File: config.mk
export PLATFORM = sky130hd
export DESIGN_NAME = particle_code_classifier
export DESIGN_NICKNAME = d
export VERILOG_FILES = /design/src/hw/rtl/pcc_pkg.sv /design/src/hw/rtl/pcc_range_split.sv /design/src/hw/rtl/pcc_digit_split.sv /design/src/hw/rtl/pcc_classify.sv /design/src/hw/rtl/particle_code_classifier.sv
export VERILOG_INCLUDE_DIRS = /design/src /design/src/hw/rtl
export SDC_FILE = /design/constraint.sdc
export NUM_CORES = 2
export LEC_CHECK = 0
export ABC_AREA = 1
export BUFFER_PORTS_ARGS = -buffer_cell sky130_fd_sc_hd__buf_2
export CAP_MARGIN = 20
export CORE_UTILIZATION = 24
export DETAILED_ROUTE_END_ITERATION = 6
export HOLD_SLACK_MARGIN = 0.02
export PLACE_DENSITY = 0.36
export SYNTH_ARGS = -nofsm -noshare
export SYNTH_HDL_FRONTEND = slang
export SYNTH_HIERARCHICAL = 1
export SYNTH_SLANG_ARGS = --single-unit
File: constraint.sdc
create_clock -name clk -period 7.6 [get_ports clk]
set_input_delay 0.76 -clock clk [delete_from_list [all_inputs] [get_ports clk]]
set_output_delay 0.76 -clock clk [all_outputs]
set_load 0.05 [all_outputs]
File: src/hw/rtl/particle_code_classifier_assert.svh
// Assertion macros of the particle code classifier RTL.
`ifndef PARTICLE_CODE_CLASSIFIER_ASSERT_SVH
`define PARTICLE_CODE_CLASSIFIER_ASSERT_SVH

// Implication checked on every clock edge outside reset.
`define PCC_ASSERT_IMPL(lbl, ante, cons) \
  lbl: assert property (@(posedge clk) disable iff (rst) (ante) |-> (cons)) \
    else $error("particle code classifier: check failed");

// Current condition needs a given condition to have held earlier, as far back as the depth argument.
`define PCC_ASSERT_PAST(lbl, cur, prior, depth) \
  lbl: assert property (@(posedge clk) disable iff (rst) (cur) |-> $past(prior, depth)) \
    else $error("particle code classifier: result without matching request");

`endif

File: src/hw/rtl/pcc_pkg.sv
// Shared types, constants and lookup functions of the particle code classifier.
package pcc_pkg;

  // Pipeline depth from request to result strobe.
  localparam int PipeDepth = 12;

  // Decimal split constants.
  localparam logic [23:0] ExtraDiv = 24'd10000000;
  localparam logic [13:0] LowDiv   = 14'd10000;
  localparam logic [63:0] RecipExtraFull = (64'd1 << 40) / 64'd10000000;
  localparam logic [63:0] RecipLowFull   = (64'd1 << 40) / 64'd10000;
  localparam logic [16:0] RecipExtra = RecipExtraFull[16:0];
  localparam logic [26:0] RecipLow   = RecipLowFull[26:0];
  localparam logic [15:0] Div10Mul   = 16'd52429;

  // Special codes.
  localparam logic [13:0] MesonKLong  = 14'd130;
  localparam logic [13:0] MesonKShort = 14'd310;
  localparam logic [13:0] FundMax     = 14'd100;
  localparam logic [13:0] LeptonLo    = 14'd11;
  localparam logic [13:0] LeptonHi    = 14'd18;

  // Extra digit values.
  localparam logic [7:0] ExtraValidLo = 8'd45;
  localparam logic [7:0] ExtraQ3Hi    = 8'd46;
  localparam logic [7:0] ExtraQ6A     = 8'd47;
  localparam logic [7:0] ExtraNeutral = 8'd48;
  localparam logic [7:0] ExtraQ6B     = 8'd49;
  localparam logic [7:0] ExtraValidHi = 8'd50;

  // Tentative digit that disables the meson spin codes.
  localparam logic [3:0] TentExcluded = 4'd9;

  // Bit positions of class_flags.
  localparam int FlagValid   = 0;
  localparam int FlagMeson   = 1;
  localparam int FlagBaryon  = 2;
  localparam int FlagDiquark = 3;
  localparam int FlagHadron  = 4;
  localparam int FlagLepton  = 5;
  localparam int FlagNucleus = 6;
  localparam int FlagQuarks  = 7;

  typedef struct packed {
    logic [9:0] q;
    logic [3:0] r;
  } div10_t;

  typedef struct packed {
    logic        neg;
    logic [7:0]  extra;
    logic [9:0]  hi3;
    logic [13:0] low4;
  } split_t;

  typedef struct packed {
    logic        neg;
    logic [7:0]  extra;
    logic [13:0] low4;
    logic [3:0]  nj;
    logic [3:0]  q3;
    logic [3:0]  q2;
    logic [3:0]  q1;
    logic [3:0]  nl;
    logic [3:0]  nr;
    logic [3:0]  tent;
  } digits_t;

  // Quotient and remainder by ten, exact for values below 10000.
  function automatic div10_t div10(input logic [13:0] x);
    logic [29:0] prod;
    logic [13:0] back;
    div10_t      res;
    prod  = 30'(x) * 30'(Div10Mul);
    res.q = prod[28:19];
    back  = 14'(res.q) * 14'd10;
    res.r = 4'(x - back);
    return res;
  endfunction

  // Three times the charge of table entry idx.
  function automatic logic signed [3:0] charge_of(input logic [6:0] idx);
    logic signed [3:0] c;
    case (idx)
      7'd0, 7'd2, 7'd4, 7'd6, 7'd41: c = -4'sd1;
      7'd1, 7'd3, 7'd5, 7'd7:        c = 4'sd2;
      7'd10, 7'd12, 7'd14, 7'd16:    c = -4'sd3;
      7'd23, 7'd33, 7'd36, 7'd52:    c = 4'sd3;
      7'd51, 7'd53:                  c = 4'sd6;
      default:                       c = 4'sd0;
    endcase
    return c;
  endfunction

  // Three times the charge of one quark digit; zero is neutral.
  function automatic logic signed [3:0] quark_charge(input logic [3:0] d);
    logic signed [3:0] c;
    if (d == 4'd0) begin
      c = 4'sd0;
    end else begin
      c = charge_of(7'(d) - 7'd1);
    end
    return c;
  endfunction

endpackage

File: src/hw/rtl/pcc_range_split.sv
// Magnitude and decimal range split: extra digits, upper three and lower four digits.
module pcc_range_split import pcc_pkg::*; (
  input  logic               clk,
  input  logic               rst,
  input  logic               in_valid,
  input  logic signed [31:0] code,
  output logic               out_valid,
  output split_t             out_data
);

  logic [6:0]  vld;
  logic        neg1, neg2, neg3, neg4, neg5, neg6;
  logic [31:0] mag1, mag2;
  logic [7:0]  ext_est2, ext_est3;
  logic [24:0] rem3;
  logic [7:0]  extra4, extra5, extra6;
  logic [23:0] rest4, rest5;
  logic [9:0]  hi_est5, hi_est6;
  logic [14:0] rem6;

  logic [31:0] code_u;
  logic [47:0] ext_prod;
  logic [31:0] ext_back;
  logic        ext_fix;
  logic [49:0] low_prod;
  logic [23:0] low_back;
  logic        low_fix;

  assign code_u   = code;
  assign ext_prod = 48'(mag1) * 48'(RecipExtra);
  assign ext_back = 32'(ext_est2) * 32'(ExtraDiv);
  assign ext_fix  = rem3 >= 25'(ExtraDiv);
  assign low_prod = 50'(rest4) * 50'(RecipLow);
  assign low_back = 24'(hi_est5) * 24'(LowDiv);
  assign low_fix  = rem6 >= 15'(LowDiv);

  always_ff @(posedge clk) begin
    if (rst) begin
      vld <= '0;
    end else begin
      vld <= {vld[5:0], in_valid};
    end
  end

  always_ff @(posedge clk) begin
    // magnitude
    neg1 <= code_u[31];
    mag1 <= code_u[31] ? (~code_u + 32'd1) : code_u;
    // estimate of the extra digits, exact or one short
    neg2     <= neg1;
    mag2     <= mag1;
    ext_est2 <= ext_prod[47:40];
    neg3     <= neg2;
    ext_est3 <= ext_est2;
    rem3     <= 25'(mag2 - ext_back);
    // correct the estimate
    neg4   <= neg3;
    extra4 <= ext_fix ? (ext_est3 + 8'd1) : ext_est3;
    rest4  <= ext_fix ? 24'(rem3 - 25'(ExtraDiv)) : rem3[23:0];
    // same scheme for the split at ten thousand
    neg5    <= neg4;
    extra5  <= extra4;
    rest5   <= rest4;
    hi_est5 <= low_prod[49:40];
    neg6    <= neg5;
    extra6  <= extra5;
    hi_est6 <= hi_est5;
    rem6    <= 15'(rest5 - low_back);
    out_data.neg   <= neg6;
    out_data.extra <= extra6;
    out_data.hi3   <= low_fix ? (hi_est6 + 10'd1) : hi_est6;
    out_data.low4  <= low_fix ? 14'(rem6 - 15'(LowDiv)) : rem6[13:0];
  end

  assign out_valid = vld[6];

endmodule

File: src/hw/rtl/pcc_digit_split.sv
// Decimal digit extraction of the upper and lower groups by repeated division by ten.
module pcc_digit_split import pcc_pkg::*; (
  input  logic    clk,
  input  logic    rst,
  input  logic    in_valid,
  input  split_t  in_data,
  output logic    out_valid,
  output digits_t out_data
);

  logic [2:0]  vld;
  logic        a_neg, b_neg;
  logic [7:0]  a_extra, b_extra;
  logic [13:0] a_low4, b_low4;
  logic [9:0]  a_lq, a_hq, b_lq;
  logic [3:0]  a_nj, a_nl, b_nj, b_nl, b_q3, b_nr, b_tent;

  div10_t dl0, dh0, dl1, dh1, dl2;

  assign dl0 = div10(in_data.low4);
  assign dh0 = div10({4'd0, in_data.hi3});
  assign dl1 = div10({4'd0, a_lq});
  assign dh1 = div10({4'd0, a_hq});
  assign dl2 = div10({4'd0, b_lq});

  always_ff @(posedge clk) begin
    if (rst) begin
      vld <= '0;
    end else begin
      vld <= {vld[1:0], in_valid};
    end
  end

  always_ff @(posedge clk) begin
    a_neg   <= in_data.neg;
    a_extra <= in_data.extra;
    a_low4  <= in_data.low4;
    a_lq    <= dl0.q;
    a_hq    <= dh0.q;
    a_nj    <= dl0.r;
    a_nl    <= dh0.r;

    b_neg   <= a_neg;
    b_extra <= a_extra;
    b_low4  <= a_low4;
    b_lq    <= dl1.q;
    b_nj    <= a_nj;
    b_nl    <= a_nl;
    b_q3    <= dl1.r;
    b_nr    <= dh1.r;
    // upper group is below a thousand, so the quotient is the last digit
    b_tent  <= dh1.q[3:0];

    out_data.neg   <= b_neg;
    out_data.extra <= b_extra;
    out_data.low4  <= b_low4;
    out_data.nj    <= b_nj;
    out_data.q3    <= b_q3;
    out_data.q2    <= dl2.r;
    out_data.q1    <= dl2.q[3:0];
    out_data.nl    <= b_nl;
    out_data.nr    <= b_nr;
    out_data.tent  <= b_tent;
  end

  assign out_valid = vld[2];

endmodule

File: src/hw/rtl/pcc_classify.sv
// Classification, quark content, charge and spin codes from the decimal digits.
module pcc_classify import pcc_pkg::*; (
  input  logic              clk,
  input  logic              rst,
  input  logic              in_valid,
  input  digits_t           dig,
  output logic              out_valid,
  output logic [7:0]        class_flags,
  output logic [5:0]        quark_mask,
  output logic signed [3:0] three_charge,
  output logic [3:0]        total_spin_code,
  output logic              spin_code,
  output logic [2:0]        orbital_code,
  output logic [13:0]       fundamental_number,
  output logic [7:0]        extra_digits
);

  // first stage registers
  logic              a_v;
  logic [7:0]        a_extra;
  logic [13:0]       a_fund;
  logic              a_fund_small, a_quarks, a_meson, a_baryon, a_diquark;
  logic [5:0]        a_qmask;
  logic signed [4:0] a_pre;
  logic              a_flip;
  logic [3:0]        a_nj, a_nl, a_tent;

  // first stage logic
  logic              ext_zero, hi_zero, special;
  logic [13:0]       fund_c;
  logic              fund_small_c, quarks_c, meson_c, baryon_c, diquark_c;
  logic [5:0]        qmask_c;
  logic signed [3:0] c1, c2, c3, cf;
  logic signed [4:0] s1, s2, s3, sf, pre_c;
  logic              flip_c;

  // second stage logic
  logic              ext_zero_b;
  logic [7:0]        flags_c;
  logic signed [4:0] chg_c;
  logic              scode_c;
  logic [2:0]        lcode_c, step_c;

  always_comb begin
    ext_zero     = dig.extra == 8'd0;
    hi_zero      = (dig.nl | dig.nr | dig.tent) == 4'd0;
    fund_c       = (dig.q2 == 4'd0 && dig.q1 == 4'd0) ? dig.low4 : 14'd0;
    fund_small_c = fund_c != 14'd0 && fund_c <= FundMax;
    quarks_c     = ext_zero && (!hi_zero || dig.low4 > FundMax) && !fund_small_c;
    special      = ext_zero && hi_zero && (dig.low4 inside {MesonKLong, MesonKShort});

    meson_c   = quarks_c && (special ||
                (dig.nj != 4'd0 && dig.q3 != 4'd0 && dig.q2 != 4'd0 && dig.q1 == 4'd0 &&
                 !(dig.q3 == dig.q2 && dig.neg)));
    baryon_c  = quarks_c && dig.nj != 4'd0 && dig.q3 != 4'd0 && dig.q2 != 4'd0 &&
                dig.q1 != 4'd0;
    diquark_c = quarks_c && dig.nj != 4'd0 && dig.q3 == 4'd0 && dig.q2 != 4'd0 &&
                dig.q1 != 4'd0 && !(dig.nj == 4'd1 && dig.q2 == dig.q1);

    for (int i = 0; i < 6; i++) begin
      qmask_c[i] = quarks_c && (dig.q1 == 4'(i + 1) || dig.q2 == 4'(i + 1) ||
                                dig.q3 == 4'(i + 1));
    end

    c1 = quark_charge(dig.q1);
    c2 = quark_charge(dig.q2);
    c3 = quark_charge(dig.q3);
    cf = charge_of(7'(fund_c - 14'd1));
    s1 = {c1[3], c1};
    s2 = {c2[3], c2};
    s3 = {c3[3], c3};
    sf = {cf[3], cf};

    pre_c  = 5'sd0;
    flip_c = 1'b0;
    if (!ext_zero) begin
      // ions carry no sign
      if (dig.extra inside {ExtraValidLo, ExtraQ3Hi}) begin
        pre_c = 5'sd3;
      end else if (dig.extra inside {ExtraQ6A, ExtraQ6B}) begin
        pre_c = 5'sd6;
      end
    end else if (dig.nj != 4'd0) begin
      flip_c = dig.neg;
      if (fund_small_c) begin
        pre_c = sf;
      end else if (dig.q1 == 4'd0) begin
        if (dig.q2 inside {4'd3, 4'd5}) begin
          pre_c = s3 - s2;
        end else begin
          pre_c = s2 - s3;
        end
      end else if (dig.q3 == 4'd0) begin
        pre_c = s2 + s1;
      end else begin
        pre_c = s3 + s2 + s1;
      end
    end
  end

  always_comb begin
    ext_zero_b = a_extra == 8'd0;

    flags_c = '0;
    flags_c[FlagValid]   = ext_zero_b ? (a_meson || a_baryon || a_diquark || a_fund != 14'd0)
                                      : (a_extra inside {[ExtraValidLo:ExtraValidHi]});
    flags_c[FlagMeson]   = a_meson;
    flags_c[FlagBaryon]  = a_baryon;
    flags_c[FlagDiquark] = a_diquark;
    flags_c[FlagHadron]  = ext_zero_b && (a_meson || a_baryon);
    flags_c[FlagLepton]  = ext_zero_b && (a_fund inside {[LeptonLo:LeptonHi]});
    flags_c[FlagNucleus] = !ext_zero_b && !(a_extra inside {ExtraNeutral, ExtraValidHi});
    flags_c[FlagQuarks]  = a_quarks;

    chg_c = a_flip ? (5'sd0 - a_pre) : a_pre;

    scode_c = 1'b0;
    lcode_c = 3'd0;
    step_c  = 3'(a_nj[3:1]) - 3'd1;
    if (a_meson && a_tent != TentExcluded) begin
      scode_c = ((a_nl inside {4'd0, 4'd2, 4'd3}) && a_nj >= 4'd3) ||
                (a_nl == 4'd1 && a_nj == 4'd1);
      if (a_nj inside {4'd3, 4'd5, 4'd7, 4'd9}) begin
        if (a_nl == 4'd0) begin
          lcode_c = step_c;
        end else if (a_nl inside {4'd1, 4'd2}) begin
          lcode_c = step_c + 3'd1;
        end else if (a_nl == 4'd3) begin
          lcode_c = step_c + 3'd2;
        end
      end else if (a_nj == 4'd1 && a_nl == 4'd1) begin
        lcode_c = 3'd1;
      end
    end
  end

  always_ff @(posedge clk) begin
    if (rst) begin
      a_v       <= 1'b0;
      out_valid <= 1'b0;
    end else begin
      a_v       <= in_valid;
      out_valid <= a_v;
    end
  end

  always_ff @(posedge clk) begin
    a_extra      <= dig.extra;
    a_fund       <= fund_c;
    a_fund_small <= fund_small_c;
    a_quarks     <= quarks_c;
    a_meson      <= meson_c;
    a_baryon     <= baryon_c;
    a_diquark    <= diquark_c;
    a_qmask      <= qmask_c;
    a_pre        <= pre_c;
    a_flip       <= flip_c;
    a_nj         <= dig.nj;
    a_nl         <= dig.nl;
    a_tent       <= dig.tent;

    class_flags        <= flags_c;
    quark_mask         <= a_qmask;
    three_charge       <= chg_c[3:0];
    total_spin_code    <= (a_fund_small || !ext_zero_b) ? 4'd0 : a_nj;
    spin_code          <= scode_c;
    orbital_code       <= lcode_c;
    fundamental_number <= a_fund;
    extra_digits       <= a_extra;
  end

endmodule

File: src/hw/rtl/particle_code_classifier.sv
// Top level of the particle code classifier pipeline.
//
// Usage:
//   Drive particle_code and raise start for one cycle per request. busy is
//   always low, so a request is taken on every cycle that start is high,
//   back to back with no gaps.
//   Each request yields one result: done pulses for one cycle with
//   class_flags, quark_mask, three_charge, total_spin_code, spin_code,
//   orbital_code, fundamental_number and extra_digits valid alongside it.
//   Throughput is one request per cycle, and results leave in request
//   order. The pipeline holds one magnitude stage, then a reciprocal
//   multiply, back-multiply and correction for each of the two range
//   splits, then three divide-by-ten stages, then two classification
//   stages.
//   The receiver has no way to stall, so results must be taken as they
//   appear. A synchronous reset drops every request in flight and no
//   result strobe follows for those requests.
`include "particle_code_classifier_assert.svh"

module particle_code_classifier import pcc_pkg::*; (
  input  logic               clk,
  input  logic               rst,
  input  logic               start,
  output logic               busy,
  input  logic signed [31:0] particle_code,
  output logic               done,
  output logic [7:0]         class_flags,
  output logic [5:0]         quark_mask,
  output logic signed [3:0]  three_charge,
  output logic [3:0]         total_spin_code,
  output logic               spin_code,
  output logic [2:0]         orbital_code,
  output logic [13:0]        fundamental_number,
  output logic [7:0]         extra_digits
);

  logic    accept;
  logic    split_valid, digit_valid;
  split_t  split_data;
  digits_t digit_data;

  assign busy   = 1'b0;
  assign accept = start && !busy;

  pcc_range_split u_range_split (
    .clk       (clk),
    .rst       (rst),
    .in_valid  (accept),
    .code      (particle_code),
    .out_valid (split_valid),
    .out_data  (split_data)
  );

  pcc_digit_split u_digit_split (
    .clk       (clk),
    .rst       (rst),
    .in_valid  (split_valid),
    .in_data   (split_data),
    .out_valid (digit_valid),
    .out_data  (digit_data)
  );

  pcc_classify u_classify (
    .clk                (clk),
    .rst                (rst),
    .in_valid           (digit_valid),
    .dig                (digit_data),
    .out_valid          (done),
    .class_flags        (class_flags),
    .quark_mask         (quark_mask),
    .three_charge       (three_charge),
    .total_spin_code    (total_spin_code),
    .spin_code          (spin_code),
    .orbital_code       (orbital_code),
    .fundamental_number (fundamental_number),
    .extra_digits       (extra_digits)
  );

  `PCC_ASSERT_PAST(a_done_follows_request, done, start && !busy, PipeDepth)
  `PCC_ASSERT_IMPL(a_hadron_kind, done && class_flags[FlagHadron], class_flags[FlagMeson] || class_flags[FlagBaryon])
  `PCC_ASSERT_IMPL(a_nonmeson_codes, done && !class_flags[FlagMeson], spin_code == 1'b0 && orbital_code == 3'd0)
  `PCC_ASSERT_IMPL(a_nucleus_extra, done && class_flags[FlagNucleus], extra_digits != 8'd0)
  `PCC_ASSERT_IMPL(a_mask_needs_quarks, done && !class_flags[FlagQuarks], quark_mask == 6'd0)

endmodule

== Word-level counts from Yosys, hierarchy flattened ==
Memory sizes are Yosys's and may differ from the RTL's.
Cells that the tools add are included.

* ROM bits: 1024
* Word-level logic and storage cells: 278
* Input bits: 35
* Memories: 4
* Output and inout bits: 50
* Flip-flop bits (word level): 494

{| class="wikitable"
|+ Memories
! memory !! words !! width !! read ports !! clocked after Yosys merged registers in !! wr ports !! line !! source
|-
| (no name shown) || 64 || 4 || 1 || 0 || 0 || pcc_pkg.sv:84 || <nowiki>case (idx)</nowiki>
|-
| (no name shown) || 64 || 4 || 1 || 0 || 0 || pcc_pkg.sv:84 ||
|-
| (no name shown) || 64 || 4 || 1 || 0 || 0 || pcc_pkg.sv:84 ||
|-
| (no name shown) || 64 || 4 || 1 || 0 || 0 || pcc_pkg.sv:84 ||
|}

* Muxes and demuxes: 28
* $lt $le $gt $ge: 9
* Bitwise gates (word level): 3
* Add/subtract/negate cells: 25
* Multipliers: 14
* Equality and inequality tests: 38
* Reduce and logical (&&, ||, !) cells: 82

{| class="wikitable"
|+ Operators with widths
! cell !! count
|-
| $mux 4 || 14
|-
| $mul 10x16->26 const B || 2
|-
| $mul 24x26->49 const B || 1
|-
| $eq 8x6->1 const B || 6
|-
| $mul 32x17->48 const B || 1
|-
| $mul 7x16->23 const B || 2
|-
| $eq 4x3->1 const B || 11
|-
| $eq 4x2->1 const B || 9
|-
| $logic_and 1x1->1 || 35
|-
| $add 32x1->32 const B || 1
|-
| $not 32->32 || 1
|-
| $mux 31 || 1
|-
| $mul 14x16->29 const B || 1
|-
| $mul 7x3->3 const B || 4
|-
| $mux 14 || 2
|-
| $reduce_bool 14->1 || 2
|-
| $sub 4x4->4 || 7
|-
| $ge 25x24->1 const B || 1
|-
| $sub 25x25->25 || 1
|-
| $eq 4x1->1 const B || 6
|-
| $mux 24 || 1
|-
| $sub 24x24->24 const B || 1
|-
| $logic_not 4->1 || 5
|-
| $reduce_bool 4->1 || 5
|-
| other kinds (38) || 79
|}

== Longest topological paths before layout ==
* Depth in word-level cells: 12
* Gate-level depth with buffers: 29
* Depth with buffers taken out: 29

== Hierarchy ==
The synthesis kept the hierarchy.

{| class="wikitable"
|+ Modules (own cells, without submodules)
! module !! instances !! area an instance (µm²) !! seq. area each (µm²) !! cells each
|-
| pcc_range_split || 1 || 35280.1 || 4844.6 || 4208
|-
| pcc_digit_split || 1 || 14696.6 || 2982.9 || 1697
|-
| pcc_classify || 1 || 4474.3 || 2001.9 || 538
|-
| particle_code_classifier || 1 || 11.3 || 0.0 || 2
|}

== Least setup slack after synthesis ==
No wires, ideal clock.

* Path kind: flip-flop to flip-flop
* From: register u_range_split.rest4[13]
* To: register u_range_split.hi_est5[8]
* Path slack: 2197 ps
* Arrival: 5289 ps
* Required time: 7486 ps
* Cell stages (with the launch flop): 24
* Path buffers: 0
* Clock period less this slack: 5403 ps
* Cell sequence: dfxtp_1 inv_1 ha_1 inv_1 fa_1 fa_1 inv_1 fa_1 fa_1 inv_1 fa_1 inv_1 fa_1 inv_1 ha_1 nand2_1 nor2_1 inv_1 nor2_1 nand2_1 nor3_1 nand2_1 nand4_1 nand2_1

* Longest elaborated chain between the ends: 1

{| class="wikitable"
|+ Ends and longest elaborated chain
! what !! line !! source
|-
| start: declaration || pcc_range_split.sv:17 || <nowiki>logic [23:0] rest4, rest5;</nowiki>
|-
| start signal: assignment || pcc_range_split.sv:59 || <nowiki>rest4 <= ext_fix ? 24'(rem3 - 25'(ExtraDiv)) : rem3[23:0];</nowiki>
|-
| $mul 24x26->49 || pcc_range_split.sv:33 || <nowiki>assign low_prod = 50'(rest4) * 50'(RecipLow);</nowiki>
|-
| named net u_range_split.low_prod[48] || pcc_range_split.sv:25 || <nowiki>logic [49:0] low_prod;</nowiki>
|-
| end signal: assignment || pcc_range_split.sv:64 || <nowiki>hi_est5 <= low_prod[49:40];</nowiki>
|-
| end: declaration || pcc_range_split.sv:18 || <nowiki>logic [9:0] hi_est5, hi_est6;</nowiki>
|}

The timed path passes the listed nets, and every way through them passes these cells.
A chain may end at the register's enable or synchronous reset.

== Final worst setup path ==
* From: register u_range_split.rest4[4]
* To: register u_range_split.hi_est5[9]

The elaborated chain is that of the path after synthesis.

==> results.txt <==
Syn Std Cell Area = 54500 um^2
failing checks = DRC
site row count = 174
CTS Buf Count = 67
hold depth = 1
Data required, critical path = 8.18 ns
Placed Area = 58500 um^2
Fmax = 0.167 GHz
Die H = 478 um
worst-case clock skew = 0.0422 ns
sequential area share after synthesis = 18.0%
Final Instance Area = 60800 um^2
status = finished with violations
CP dominant cell by count = inv_1
I/O pin count = 85
initial antenna violation count = 12
flops & latches, synth = 491
r2r startpoint = u_range_split/rest4[4]
Area Growth Syn to Fin = 11.6%
Final period util = 78.8%
core area = 225000 um^2
Setup crit end kind = flop
starting density of the core = 24.2%
Yosys warning total = 6
reg-to-reg endpoint = u_range_split/hi_est5[9]
die area = 229000 um^2
critical path cell sequence = inv_1 > ha_1 > inv_1 > fa_1 > inv_1 > fa_1 > fa_1 > inv_1 > fa_1 > inv_1 > fa_1 > inv_1 > fa_1 > ha_1 > nand2_1 > nor2_1 > inv_1 > nor3_1 > nand2_1 > nor2_1 > nand2_1 > nand4_1 > nand2_1
clock-pin slew on the worst setup and hold paths = 0.06 ns
Worst R2R Setup Slack = 1.61 ns
Buffers on Ports = 83
GP Congestion = 0.863
Final Hold Viols = 0
CP max-delay cell = dfxtp_1
htree depth = 3
Max Slew Vio Count = 0
die width = 478 um
clk sink count = 491
Arr. time, crit path = 6.57 ns
routed via count = 39049
Final ANT Viol Nets = 0
synthesized net count = 8070
number of global-route vias before repair = 42349
clk buf depth = 3
drt pass-1 iters = 7
Min Clock Period, post-route = 5.99 ns
final core occ = 27.0%
cells after synthesis = 6445
first-pass GRT wire length = 247000 um
Yosys cell types = 65
clk_lat worst skew = 0.70 ns
largest net degree at the start of global routing = 34
WL/cell = 16.4 um
crit path from = u_range_split/rest4[4]
Final HPWL DP = 140000 um
worst r2r path cells = 23
Hold EP = u_range_split/mag1[0]
TritonCTS clock tree = built
worst slew pin tran = 0.893 ns
NumNets Final = 8200
CP max FO = 9
worst hold-check path type = input port to flop
Post-Syn Area per Cell = 8.45 um^2
post-cts sizing count = 0
setup tns final = 0 ns
CP top delay family = adder cells
Via density = 4.06
crit path kind = flop to flop
CTS root buffer = clkbuf_16
number of buffers and inverters on the critical path = 7
fraction of layout cells with a size suffix above 1 = 4.54%
CP Launch Type = flop
RSZ-0062 raised after global routing = false
All-Layer GR Usage = 14.1%
max-cap viol count = 0
GR Overflow Total = 0
postcts setup bufs = 0
Max transition margin = 39.9%
hold_sp = particle_code[0]
DRC = 20
CP max stage delay = 0.70 ns
Post-CTS Hold Buffers = 0
Total Routed Length = 158000 um
Initial DRC Count = 1630
setup violators final = 0
## cell families (layout without fill, tap and decap cells)
group / count (synthesis) / count (layout) / share of synthesized area, %
buffers and inverters: 1822 / 2003 / 12.7
AOI/OAI and AO/OA: 474 / 474 / 4.90
xor gates and xnor gates: 151 / 151 / 2.46
adders and majority gates: 1590 / 1590 / 46.7
and+or+nand+nor: 1916 / 1916 / 15.1
other: 1 / 3 / 0.00689
DFF: 491 / 491 / 18.0
## state kept, by name (all words and copies together), names as in the netlist, 13 cells and up
| signal | count |
|---|---|
| u_digit_split/a_low4 | 13 |
| u_range_split/mag2 | 25 |
| u_range_split/rest4 | 24 |
| u_classify/fundamental_number | 14 |
| u_range_split/rest5 | 15 |
| u_range_split/rem3 | 25 |
| u_range_split/out_data | 33 |
| u_classify/a_fund | 14 |
| u_digit_split/b_low4 | 13 |
| u_range_split/mag1 | 32 |
| u_digit_split/out_data | 50 |
| u_range_split/rem6 | 15 |
## final cells by class
cell class | count | area (um^2)
sequential | 491 | 9830
tap | 2992 | 3740
clock buffer | 81 | 1810
antenna | 2 | 5.00
timing repair buffer | 85 | 430
multi-input combinational | 4132 | 37700
clock inverter | 39 | 495
inverter | 1798 | 6750
fill | 24549 | 164000
## cell usage in the layout (no fill, tap or decap), drive strengths merged, types with 81 or more instances in the layout
master,synthesis,routed
inv,1797,1802
nand2,1082,1082
ha,850,850
fa,740,740
dfxtp,491,491
nor2,390,390
nand3,256,256
a21oi,203,203
o21ai,158,158
xor2,109,109
buf,19,85
clkbuf,5,81
## layer usage
metal,track usage [%],wire length [um],up-vias
li1,-,-,19845
met1,18.3,73700,18644
met2,24.7,77100,427
met3,1.65,4150,131
met4,2.85,2850,2
met5,0,13,-
## cells in the mapped netlist, drive strengths merged
library cell | number | area [um^2]
a2111oi | 1 | 8.76
a211oi | 9 | 67.6
a21boi | 4 | 30.0
a21o | 14 | 105
a21oi | 203 | 1020
a221oi | 2 | 17.5
a31o | 2 | 17.5
a31oi | 23 | 144
a41oi | 1 | 8.76
and2 | 4 | 25.0
and3 | 6 | 37.5
buf | 19 | 154
clkbuf | 5 | 18.8
clkinv | 1 | 3.75
conb | 1 | 3.75
dfxtp | 491 | 9830
fa | 740 | 14800
ha | 850 | 10600
inv | 1797 | 6750
nand2 | 1082 | 4140
nand3 | 256 | 1320
nand3b | 16 | 133
nand4 | 59 | 394
nor2 | 390 | 1580
nor3 | 61 | 335
nor3b | 4 | 30.0
nor4 | 22 | 150
nor4b | 2 | 17.5
o2111ai | 1 | 8.76
o211ai | 9 | 77.6
o21a | 5 | 37.5
o21ai | 158 | 806
o21bai | 29 | 218
o221ai | 1 | 8.76
o22ai | 5 | 31.3
o31ai | 5 | 42.5
o32ai | 1 | 8.76
o41ai | 1 | 8.76
or2 | 12 | 75.1
or3 | 1 | 6.26
or4 | 1 | 7.51
xnor2 | 42 | 368
xor2 | 109 | 970
## through the flow
step | worst slack [ns] | cells | hold WS, ns
finish | 1.61 | 9620 | 0.240
global route | 1.30 | 9619 | 0.202
CTS | 1.57 | 9618 | 0.175
detailed placement | 1.56 | 9498 | 0.312
global placement | 1.52 | 9498 | 0.311
floorplan | 2.20 | 6445 | 0.310
## worst reg2reg max path: stages (launching register included)
cell,delay (ns)
dfxtp_1,0.70
inv_1,0.10
ha_1,0.35
inv_1,0.15
fa_1,0.55
inv_1,0.06
fa_1,0.42
fa_1,0.50
inv_1,0.05
fa_1,0.47
inv_1,0.05
fa_1,0.52
inv_1,0.05
fa_1,0.48
ha_1,0.35
nand2_1,0.11
nor2_1,0.15
inv_1,0.07
nor3_1,0.35
nand2_1,0.09
nor2_1,0.10
nand2_1,0.07
nand4_1,0.08
nand2_1,0.06
## how the worst max path moves through the flow
stage,cells past startpoint,endpoint,slack [ns]
final,23,u_range_split/hi_est5[9],1.61
after detailed placement,23,u_range_split/hi_est5[2],1.56
after global routing,21,u_range_split/hi_est5[2],1.30
after CTS,23,u_range_split/hi_est5[2],1.57
after global placement,21,u_range_split/hi_est5[2],1.52
after floorplan,23,u_range_split/hi_est5[8],2.20
Power is left out: the tool's default activity adds up to more than one toggle a clock period on the data nets, which glitch-free logic cannot reach.
